==> src/design/hsc_pkg.sv <==
// constants, types and helpers for the hamming single error correcting codec
package hsc_pkg;

   localparam int WORD_W        = 63;
   localparam int SYN_W         = 6;
   localparam int K_W           = 6;
   localparam int CHK_MAX       = 6;
   localparam int MAX_DATA_BITS = 57;

   localparam logic MODE_ENCODE = 1'b0;
   localparam logic MODE_DECODE = 1'b1;

   localparam logic [K_W-1:0] K_RESET = K_W'(4);

   typedef logic [WORD_W-1:0] word_type;
   typedef logic [K_W-1:0]    len_type;
   typedef logic [SYN_W-1:0]  syn_type;

   // position p (0-based) holds a check bit when p+1 is a power of two
   function automatic logic is_check_pos(input int pos);
      int idx;
      idx = pos + 1;
      return (idx & (idx - 1)) == 0;
   endfunction

   // positions covered by check bit i
   function automatic word_type group_mask(input int i);
      word_type m;
      m = '0;
      for (int j = 0; j < WORD_W; j++) begin
         m[j] = (((j + 1) >> i) & 1) == 1;
      end
      return m;
   endfunction

   // clamp the written length into 1 .. MAX_DATA_BITS
   function automatic len_type clamp_k(input len_type raw);
      len_type k;
      k = raw;
      if (k == '0) begin
         k = len_type'(1);
      end
      if (k > len_type'(MAX_DATA_BITS)) begin
         k = len_type'(MAX_DATA_BITS);
      end
      return k;
   endfunction

   // least r with 2^r >= k + r + 1
   function automatic logic [2:0] check_count(input len_type k);
      logic [2:0] r;
      logic       done;
      r    = '0;
      done = 1'b0;
      for (int t = 0; t < 7; t++) begin
         if (!done && ((8'd1 << t) < (8'(k) + 8'(t) + 8'd1))) begin
            r = 3'(t + 1);
         end else begin
            done = 1'b1;
         end
      end
      return r;
   endfunction

endpackage

==> src/design/hamming_sec_codec_unit.sv <==
// top level of the hamming single error correcting codec
// A word is taken on every clock edge where start is high (busy is always low)
// and its result appears, via the input and result registers, for exactly one cycle, marked by
// rsp_valid; the receiver cannot stall, so results must be taken as they come.
// One word per cycle is sustained: an input register feeds one pass of
// parity trees, correction and bit gathering into the result register.
// mode 0 encodes the low k bits of req_word into an n-bit codeword; mode 1
// decodes an n-bit codeword, flipping the bit named by a syndrome in 1..n.
// csr_data_bits sets k (0 reads as 1, values above 57 saturate); the check
// count and codeword length are worked out when it is written. Write it only
// while no word is in flight; csr_ready is always high.
module hamming_sec_codec_unit
   import hsc_pkg::*;
(
   input  logic             clock,
   input  logic             reset,
   // command side
   input  logic             start,
   output logic             busy,
   input  logic             req_mode,
   input  logic [WORD_W-1:0] req_word,
   // result side
   output logic             rsp_valid,
   output logic [WORD_W-1:0] rsp_result_word,
   output logic             rsp_corrected,
   output logic [SYN_W-1:0] rsp_syndrome,
   // length register
   input  logic             csr_valid,
   output logic             csr_ready,
   input  logic [K_W-1:0]   csr_data_bits
);

   // length registers: k and n are held already resolved
   len_type k_ff, k_in;
   len_type n_ff, n_in;

   // input stage
   logic     s1_valid_ff;
   logic     s1_mode_ff;
   word_type s1_word_ff;

   // result stage
   logic     rsp_valid_ff;
   word_type rsp_word_ff, rsp_word_in;
   logic     rsp_corr_ff, rsp_corr_in;
   syn_type  rsp_syn_ff, rsp_syn_in;

   // datapath nets
   word_type scat;
   word_type code;
   word_type src;
   word_type flipped;
   word_type gathered;
   word_type enc_word;
   syn_type  syn;
   logic     fix;

   assign busy      = 1'b0;
   assign csr_ready = 1'b1;

   // resolve k and n from the written value
   always_comb begin
      k_in = clamp_k(csr_data_bits);
      n_in = k_in + len_type'(check_count(k_in));
   end

   always_ff @(posedge clock) begin
      if (reset) begin
         k_ff <= K_RESET;
         n_ff <= K_RESET + len_type'(check_count(K_RESET));
      end else if (csr_valid && csr_ready) begin
         k_ff <= k_in;
         n_ff <= n_in;
      end
   end

   // capture the command word
   always_ff @(posedge clock) begin
      if (reset) begin
         s1_valid_ff <= 1'b0;
      end else begin
         s1_valid_ff <= start && !busy;
      end
   end

   always_ff @(posedge clock) begin
      if (start && !busy) begin
         s1_mode_ff <= req_mode;
         s1_word_ff <= req_word;
      end
   end

   // scatter data bits onto the non-check positions, dropping bits at or above k
   always_comb begin
      automatic int d = 0;
      scat = '0;
      for (int p = 0; p < WORD_W; p++) begin
         if (!is_check_pos(p)) begin
            scat[p] = s1_word_ff[d] && (len_type'(d) < k_ff);
            d++;
         end
      end
   end

   // received codeword, bits at or above n ignored
   always_comb begin
      for (int j = 0; j < WORD_W; j++) begin
         code[j] = s1_word_ff[j] && (len_type'(j) < n_ff);
      end
   end

   // one parity tree per check bit; the same trees serve both directions
   assign src = (s1_mode_ff == MODE_DECODE) ? code : scat;

   always_comb begin
      for (int i = 0; i < CHK_MAX; i++) begin
         syn[i] = ^(src & group_mask(i));
      end
   end

   // encode: drop each parity into its power-of-two slot
   always_comb begin
      enc_word = scat;
      for (int i = 0; i < CHK_MAX; i++) begin
         enc_word[(1 << i) - 1] = syn[i];
      end
   end

   // decode: flip the named bit when the syndrome lies inside the codeword
   assign fix = (syn != '0) && (syn <= n_ff);

   always_comb begin
      for (int j = 0; j < WORD_W; j++) begin
         flipped[j] = code[j] ^ (fix && (syn == syn_type'(j + 1)));
      end
   end

   // gather the data positions back down to the low bits
   always_comb begin
      automatic int d = 0;
      gathered = '0;
      for (int p = 0; p < WORD_W; p++) begin
         if (!is_check_pos(p)) begin
            gathered[d] = flipped[p];
            d++;
         end
      end
   end

   always_comb begin
      if (s1_mode_ff == MODE_DECODE) begin
         rsp_word_in = gathered;
         rsp_corr_in = fix;
         rsp_syn_in  = syn;
      end else begin
         rsp_word_in = enc_word;
         rsp_corr_in = 1'b0;
         rsp_syn_in  = '0;
      end
   end

   // result register, shown for one cycle
   always_ff @(posedge clock) begin
      if (reset) begin
         rsp_valid_ff <= 1'b0;
      end else begin
         rsp_valid_ff <= s1_valid_ff;
      end
   end

   always_ff @(posedge clock) begin
      if (s1_valid_ff) begin
         rsp_word_ff <= rsp_word_in;
         rsp_corr_ff <= rsp_corr_in;
         rsp_syn_ff  <= rsp_syn_in;
      end
   end

   assign rsp_valid       = rsp_valid_ff;
   assign rsp_result_word = rsp_word_ff;
   assign rsp_corrected   = rsp_corr_ff;
   assign rsp_syndrome    = rsp_syn_ff;

   // an accepted command word always yields a result, via the input and result registers
   a_latency: assert property (@(posedge clock) disable iff (reset)
      (start && !busy) |=> ##1 rsp_valid)
      else $error("result missing two cycles after command");

   // an encode result never reports a correction or a syndrome
   a_encode_quiet: assert property (@(posedge clock) disable iff (reset)
      (s1_valid_ff && s1_mode_ff == MODE_ENCODE) |=>
         (!rsp_corrected && rsp_syndrome == '0))
      else $error("encode result carries decode status");

   // a correction only ever names a position inside the codeword
   a_corr_range: assert property (@(posedge clock) disable iff (reset)
      (rsp_valid && rsp_corrected) |->
         (rsp_syndrome != '0 && rsp_syndrome <= n_ff))
      else $error("correction outside codeword");

   // the held length stays within its legal range and n tracks k
   a_len: assert property (@(posedge clock) disable iff (reset)
      (k_ff >= len_type'(1) && k_ff <= len_type'(MAX_DATA_BITS) &&
       n_ff == k_ff + len_type'(check_count(k_ff))))
      else $error("length registers inconsistent");

endmodule
==> config.mk <==
export PLATFORM = sky130hd
export DESIGN_NAME = hamming_sec_codec_unit
export DESIGN_NICKNAME = d
export VERILOG_FILES = /design/src/design/hsc_pkg.sv /design/src/design/hamming_sec_codec_unit.sv
export SDC_FILE = /design/constraint.sdc
export NUM_CORES = 1
export LEC_CHECK = 0
export BUFFER_PORTS_ARGS = -buffer_cell sky130_fd_sc_hd__buf_2
export CELL_PAD_IN_SITES_DETAIL_PLACEMENT = 0
export CELL_PAD_IN_SITES_GLOBAL_PLACEMENT = 2
export CORE_UTILIZATION = 25
export CTS_BUF_LIST = sky130_fd_sc_hd__clkbuf_16
export DETAILED_ROUTE_END_ITERATION = 7
export PLACE_DENSITY = 0.65
export SYNTH_ARGS = -nofsm -noshare
export SYNTH_HDL_FRONTEND = slang
export SYNTH_SLANG_ARGS = --single-unit
==> constraint.sdc <==
create_clock -name clock -period 5.3 [get_ports clock]
set_input_delay 0.265 -clock clock [delete_from_list [all_inputs] [get_ports clock]]
set_output_delay 0.265 -clock clock [all_outputs]
set_load 0.01 [all_outputs]
Word level (Yosys, flattened, before mapping)
Cells that the tools add are included.
{"block": "op_classes", "addsub": 13, "n_reduce_logical": 197, "mux": 17, "bitwise": 57, "n_eq_ne": 57, "magnitude_cmp": 129}
{"cell": "$reduce_xor A63 Y1", "n": 6}
{"cell": "$lt A6 B6 Y1 const A", "n": 56}
{"cell": "$lt A5 B6 Y1 const A", "n": 32}
{"cell": "$eq A6 B6 Y1 const B", "n": 31}
{"cell": "$logic_and A1 B1 Y1", "n": 184}
{"cell": "$lt A4 B6 Y1 const A", "n": 16}
{"cell": "$eq A6 B5 Y1 const B", "n": 15}
{"cell": "$mux W63", "n": 1}
{"cell": "$mux W57", "n": 1}
{"cell": "$xor A1 B1 Y1", "n": 57}
{"cell": "$add A7 B1 Y8 const B", "n": 6}
{"cell": "$lt A3 B6 Y1 const A", "n": 8}
{"cell": "$eq A6 B4 Y1 const B", "n": 7}
{"cell": "$lt A1 B6 Y1 const A", "n": 4}
{"cell": "$lt A2 B6 Y1 const A", "n": 4}
{"cell": "$add A6 B3 Y7 const B", "n": 3}
{"cell": "$eq A6 B3 Y1 const B", "n": 3}
{"cell": "$add A6 B2 Y7 const B", "n": 2}
{"cell": "$mux W3", "n": 4}
{"cell": "$mux W6", "n": 2}
{"cell": "$lt A1 B8 Y1 const A", "n": 1}
{"cell": "$lt A2 B8 Y1 const A", "n": 1}
{"cell": "$lt A3 B8 Y1 const A", "n": 1}
{"cell": "$lt A4 B8 Y1 const A", "n": 1}
{"cell": "other kinds (13)", "n": 24}
{"block": "word_totals", "ff_bits": 148, "word_cells": 480, "in_bits": 74, "out_inout_bits": 73}

Longest topological paths before layout
{"block": "logic_depth", "ltp_word": 25, "mapped_depth": 26, "mapped_depth_nobuf": 22}

Worst setup path before layout
OpenSTA, ideal clock, no wires.
{"block": "synth_timing", "path_kind": "flip-flop to flip-flop", "from": "reg s1_mode_ff", "to": "reg rsp_word_ff[31], in the netlist rsp_result_word[31] (data pin)", "required_ns": 5.046, "setup_slack_ns": -0.151, "arrival_ns": 5.197, "stages_incl_launch_ff": 23, "period_less_slack_ns": 5.451, "n_path_buf": 2, "setup_ns": 0.254, "cell_sequence": "edfxtp_1 > and3b_1 > clkbuf_1 > and2_1 > buf_2 > a32o_1 > xnor3_1 > xnor3_1 > xnor3_1 > xnor2_1 > xor2_2 > inv_4 > ha_1 > o21a_1 > o21ai_0 > nand2b_1 > a21oi_1 > nor2b_1 > o22ai_1 > nand2_1 > or3_4 > or4_1 > o21a_1"}
{"block": "synth_via", "elab_chain_len": 7, "elab_cells_between_ends": 14, "classes_between": "1 x order compare; 1 x eq/ne; 2 x mux; 1 x bitwise; 9 x reduce/logical"}
{"element": "start: declaration", "line_no": "hamming_sec_codec_unit.sv:39", "source": "logic s1_mode_ff;"}
{"element": "start signal: assignment", "line_no": "hamming_sec_codec_unit.sv:88", "source": "s1_mode_ff <= req_mode;"}
{"element": "$mux W63 *", "line_no": "hamming_sec_codec_unit.sv:113", "source": "assign src = (s1_mode_ff == MODE_DECODE) ? code : scat;"}
{"element": "$reduce_xor A63 Y1 *", "line_no": "hamming_sec_codec_unit.sv:117", "source": "syn[i] = ^(src & group_mask(i));"}
{"element": "net enc_word[3]", "line_no": "hamming_sec_codec_unit.sv:54", "source": "word_type enc_word;"}
{"element": "$le A6 B6 Y1 / $reduce_bool A6 Y1 (equally long branches)", "line_no": "hamming_sec_codec_unit.sv:130", "source": "assign fix = (syn != '0) && (syn <= n_ff);"}
{"element": "$logic_and A1 B1 Y1", "line_no": "hamming_sec_codec_unit.sv:130"}
{"element": "$logic_and A1 B1 Y1 *", "line_no": "hamming_sec_codec_unit.sv:134", "source": "flipped[j] = code[j] ^ (fix && (syn == syn_type'(j + 1)));"}
{"element": "$xor A1 B1 Y1 *", "line_no": "hamming_sec_codec_unit.sv:134"}
{"element": "$mux W57 *", "line_no": "hamming_sec_codec_unit.sv:151", "source": "if (s1_mode_ff == MODE_DECODE) begin"}
{"element": "net rsp_word_in[31]", "line_no": "hamming_sec_codec_unit.sv:44", "source": "word_type rsp_word_ff, rsp_word_in;"}
{"element": "end signal: assignment", "line_no": "hamming_sec_codec_unit.sv:173", "source": "rsp_word_ff <= rsp_word_in;"}
{"element": "end: declaration", "line_no": "hamming_sec_codec_unit.sv:44"}
Mark *: on every way through the listed nets, which the timed path passes. The rest lies on a longest branch.
A chain may end at the register's enable or synchronous reset.

Worst setup path in the final report
{"block": "layout_timing", "from": "reg n_ff[3]", "to": "reg rsp_word_ff[31], in the netlist rsp_result_word[31] (data pin)"}
{"block": "layout_via", "elab_chain_len": 9, "elab_cells_between_ends": 140, "classes_between": "64 x order compare; 1 x eq/ne; 2 x mux; 1 x bitwise; 72 x reduce/logical"}
{"element": "start: declaration", "line_no": "hamming_sec_codec_unit.sv:35", "source": "len_type n_ff, n_in;"}
{"element": "start signal: assignment", "line_no": "hamming_sec_codec_unit.sv:70", "source": "n_ff <= K_RESET + len_type'(check_count(K_RESET));"}
{"element": "start signal: assignment", "line_no": "hamming_sec_codec_unit.sv:73", "source": "n_ff <= n_in;"}
{"element": "$lt A1 B6 Y1 (tied with other cells)", "line_no": "hamming_sec_codec_unit.sv:108", "source": "code[j] = s1_word_ff[j] && (len_type'(j) < n_ff);"}
{"element": "$logic_and A1 B1 Y1", "line_no": "hamming_sec_codec_unit.sv:108"}
{"element": "$mux W63 *", "line_no": "hamming_sec_codec_unit.sv:113"}
{"element": "$reduce_xor A63 Y1 *", "line_no": "hamming_sec_codec_unit.sv:117"}
{"element": "net enc_word[1]", "line_no": "hamming_sec_codec_unit.sv:54"}
{"element": "$le A6 B6 Y1 / $reduce_bool A6 Y1 (equally long branches)", "line_no": "hamming_sec_codec_unit.sv:130"}
{"element": "$logic_and A1 B1 Y1", "line_no": "hamming_sec_codec_unit.sv:130"}
{"element": "$logic_and A1 B1 Y1 *", "line_no": "hamming_sec_codec_unit.sv:134"}
{"element": "$xor A1 B1 Y1 *", "line_no": "hamming_sec_codec_unit.sv:134"}
{"element": "$mux W57 *", "line_no": "hamming_sec_codec_unit.sv:151"}
{"element": "net rsp_word_in[31]", "line_no": "hamming_sec_codec_unit.sv:44"}
Marks and branches as above.

==> results.py <==
metrics = {
    "die": {
        "initial_utilization_pct": 25.6,
        "chipHeight_um": 208,
        "floorplan.die_area_um2": 43100,
        "die_w_um": 208,
        "core_region_area_um2": 41300,
        "ioPinCount": 147,
        "core.rowCount": 74,
    },
    "final_layout": {
        "stdcell_count": 2168,
        "synthToLayoutAreaGrowth_pct": 60.3,
        "final_area_um2": 16900,
        "final.fill_count": 4127,
        "diodes": 0,
        "nets": 1718,
        "layout_commonest_cell": "sky130_fd_sc_hd__buf_4",
        "final_cell_mix": "sky130_fd_sc_hd__buf_4, sky130_fd_sc_hd__buf_2, sky130_fd_sc_hd__edfxtp_1, sky130_fd_sc_hd__nand2_1, sky130_fd_sc_hd__dlygate4sd3_1",
        "layout_cell_share_with_drive_strength_beyond_1_pct": 47.2,
    },
    "power": {
        "cellPowerDensity_nw_per_um2": 472,
        "vdd_ir_drop_max_mv": 0.408,
        "cellLeakagePower_uw": 0.00739,
    },
    "routing": {
        "initialDrtViolationCount": 705,
        "drt_first_pass_iters": 5,
        "num_vias": 11000,
        "drt-total-wl_mm": 54.2,
        "final_antenna_net_count": 0,
        "via_per_inst": 5.05,
        "remaining_drc_errors": 0,
        "drt-wirelength-per-cell_um": 25.0,
    },
    "global_route": {
        "globalRouteOverflowTotal": 0,
        "globalRouteTotalUtil_pct": 25.2,
        "grt_pass1_vias": 11000,
        "first_pass_grt_wire_length_mm": 77.8,
        "grt_antenna_before_repair": 0,
        "grt_start_max_net_pins": 66,
    },
    "synth": {
        "ys.flop_type": "sky130_fd_sc_hd__edfxtp_1",
        "synth_fp_nets": 1166,
        "avgSynthCellArea_um2": 9.87,
        "synth_async_sr_flop_share_pct": 0,
        "synth_top_cell_by_area": "sky130_fd_sc_hd__edfxtp_1",
        "synth_edf_count": 134,
        "post_synth_instance_area_um2": 10600,
        "synth_top_area_share_pct": 38.1,
        "synthCells": 1071,
        "synth_seq_area_share_pct": 40.7,
        "ys_top_cells_by_area": "sky130_fd_sc_hd__edfxtp_1, sky130_fd_sc_hd__xnor2_1, sky130_fd_sc_hd__nand2_1, sky130_fd_sc_hd__xor2_1, sky130_fd_sc_hd__dfxtp_1",
        "yosysWarnings": 0,
        "unique_cell_type_count_in_the_yosys_netlist": 96,
        "postSynthRegisterBits": 148,
    },
    "worst_hold_path": {
        "hold-path-endpoint": "s1_valid_ff",
        "whs_path_depth": 2,
        "holdCritPathClass": "in2reg",
        "min_from": "reset",
    },
    "run": {
        "maxCapViolCount": 0,
    },
    "sta": {
        "finalWorstSetupSlack_ns": -0.0794,
        "final-max-slew-violation-count": 0,
        "worst_pin_slew_ns": 0.910,
        "rsz_0062_raised_after_global_routing": "yes",
        "period_needed_ns": 5.38,
        "setup_violations": 9,
        "fmax_mhz": 186,
        "report.final.hold_viol_count": 0,
        "fin_crit_sh_pct": 101,
        "clock-skew-final_ns": 0.0133,
        "timing.max_slew.rel_slack_pct": 39.3,
    },
    "place": {
        "gp_weighted_congestion": 0.933,
        "place_area_um2": 14500,
        "place_inst": 2053,
        "place.port_buffers": 144,
        "detailedPlacementHpwl_mm": 43.8,
        "detailedPlace.worstSlack_ns": -0.705,
    },
    "worst_setup_path": {
        "start_kind": "flip-flop",
        "slowest_stage": "sky130_fd_sc_hd__or4_1",
        "worstRegToRegCells": 23,
        "critical_path.cell_chain": "buf_6, buf_6, or3b_4, o2111a_1, a21boi_2, xnor2_1, xnor2_1, xnor3_1, xnor3_2, xnor2_4, inv_2, ha_4, nor2b_4, o21a_1, o21ai_1, nand2b_1, a21oi_1, nor2b_1, o22ai_2, nand2_2, or3_4, or4_1, o21a_1",
        "critical_path_required_ns": 5.52,
        "slowest_delay_ns": 0.50,
        "setup.worst_path.class": "reg2reg",
        "setup.reg_to_reg.worst_slack_ns": -0.08,
        "arrival_ns": 5.60,
        "reg_to_reg_critical_path_endpoint": "rsp_result_word[31]",
        "crit-reg2reg-launch": "n_ff[3]",
        "endpoint_kind_of_the_worst_setup_timing_path": "flip-flop",
        "cp_max_fo": 5,
    },
    "clock_network": {
        "htree_levels": 4,
        "clock-root-buffer": "sky130_fd_sc_hd__clkbuf_16",
        "clock_latency_ns": 0.47,
        "cts.path.max_buffers": 2,
        "clk_pin_slew_ns": 0.06,
        "clock_tree_from_tritoncts": "built",
        "tritoncts.num_buffers": 17,
        "clkSinkCount": 148,
    },
    "run_status": {
        "status": "finished, violations left",
        "violations": "setup timing",
    },
}
[power breakdown]
part	internal (µW)	leakage (µW)	switching (µW)	total, µW
Sequential	1430	0.00142	84.7	1510
Combinational	2150	0.00567	3030	5180
Clock	781	0.000297	523	1300
Total	4360	0.00739	3630	8000
[critical path, delay by kind of cell, from the launching register on]
kind | cells | cell delay [ns]
flops | 1 | 0.36
simple gates | 7 | 1.56
fa+ha+maj | 1 | 0.22
compound gates | 7 | 1.23
xor+xnor | 5 | 1.44
buf+inv | 3 | 0.32
[how the worst max path moves through the flow]
stage	start	end	slack [ns]	cells after the start
2_1_floorplan	k_ff[1]	rsp_result_word[31]	0.02	22
3_3_place_gp	k_ff[3]	rsp_result_word[16]	-0.73	25
3_5_place_dp	k_ff[4]	rsp_result_word[16]	-0.71	24
4_1_cts	n_ff[0]	rsp_result_word[31]	0.002	23
5_1_grt	n_ff[3]	rsp_result_word[40]	-0.24	26
6_report	n_ff[3]	rsp_result_word[31]	-0.08	23
[stage by stage]
step                hold WS (ns)  util [%]  setup TNS [ns]  power [µW]
floorplan                  0.337         -               0        3530
global placement           0.443      35.1          -24.68        5680
detailed placement         0.443      35.1          -24.16        5650
CTS                       0.0829      39.4               0        7240
global route               0.114      41.0           -6.44        8330
finish                     0.105      41.0          -0.294        8000
[state kept, by name, summed over array words and instances (netlist names)]
signal	flops
s1_valid_ff	1
rsp_syndrome	6
rsp_valid	1
rsp_result_word	63
s1_word_ff	63
k_ff	6
s1_mode_ff	1
rsp_corrected	1
n_ff	6
[logic make-up (layout without fill, tap and decap cells)]
logic type                 count (synthesis)  after routing  synth area share [%]
buffers and inverters                    102            667                  4.55
AOI/OAI and AO/OA                        299            299                  19.6
other                                      2              2                0.0710
muxes                                     10             10                 0.947
xor gates and xnor gates                 136            136                  14.1
adders and majority gates                 22             22                  2.65
and+or+nand+nor                          352            352                  17.3
DFF                                      148            148                  40.7
[cell usage after synthesis (15+ instances only)]
cell type                    n
sky130_fd_sc_hd__a21oi_1    54
sky130_fd_sc_hd__edfxtp_1  134
sky130_fd_sc_hd__nor3_1     33
sky130_fd_sc_hd__o21a_1     18
sky130_fd_sc_hd__nor2_1     64
sky130_fd_sc_hd__buf_2      26
sky130_fd_sc_hd__a21o_1     28
sky130_fd_sc_hd__o211ai_1   20
sky130_fd_sc_hd__o21ai_0    52
sky130_fd_sc_hd__a211oi_1   15
sky130_fd_sc_hd__xor2_1     37
sky130_fd_sc_hd__a31oi_1    19
sky130_fd_sc_hd__clkbuf_1   29
sky130_fd_sc_hd__ha_1       20
sky130_fd_sc_hd__nand2_1   101
sky130_fd_sc_hd__inv_1      27
sky130_fd_sc_hd__xnor2_1    75
sky130_fd_sc_hd__nand3_1    41
[cell type report]
type                    instances  area (µm²)  area share [%]
repair buffers                603        4510            26.6
clock buffers                  17         425            2.51
well taps                     532         666            3.93
flip-flops and latches        148        4330            25.5
multi-input cells             821        6700            39.5
clock inverters                15         191            1.13
inverters                      32         129           0.760
[repair_timing]
| item | CTS | global route |
|---|---|---|
| gates cloned | 0 | 0 |
| resized for setup | 99 | 156 |
| endpoints found under the setup margin | 57 | 57 |
| setup buffers | 15 | 7 |
| hold buffers | 64 | 0 |
| pin swaps | 38 | 65 |
| endpoints found under the hold margin | 64 | 0 |
[metal layers]
metal / vias to the layer above / wire length (µm) / track usage [%]
li1: 5077 / - / -
met1: 5415 / 24000 / 33.3
met2: 384 / 25300 / 41.1
met3: 82 / 2850 / 4.21
met4: 0 / 1970 / 9.76
met5: - / 0 / 0
Power figures use the tool's default switching activity.
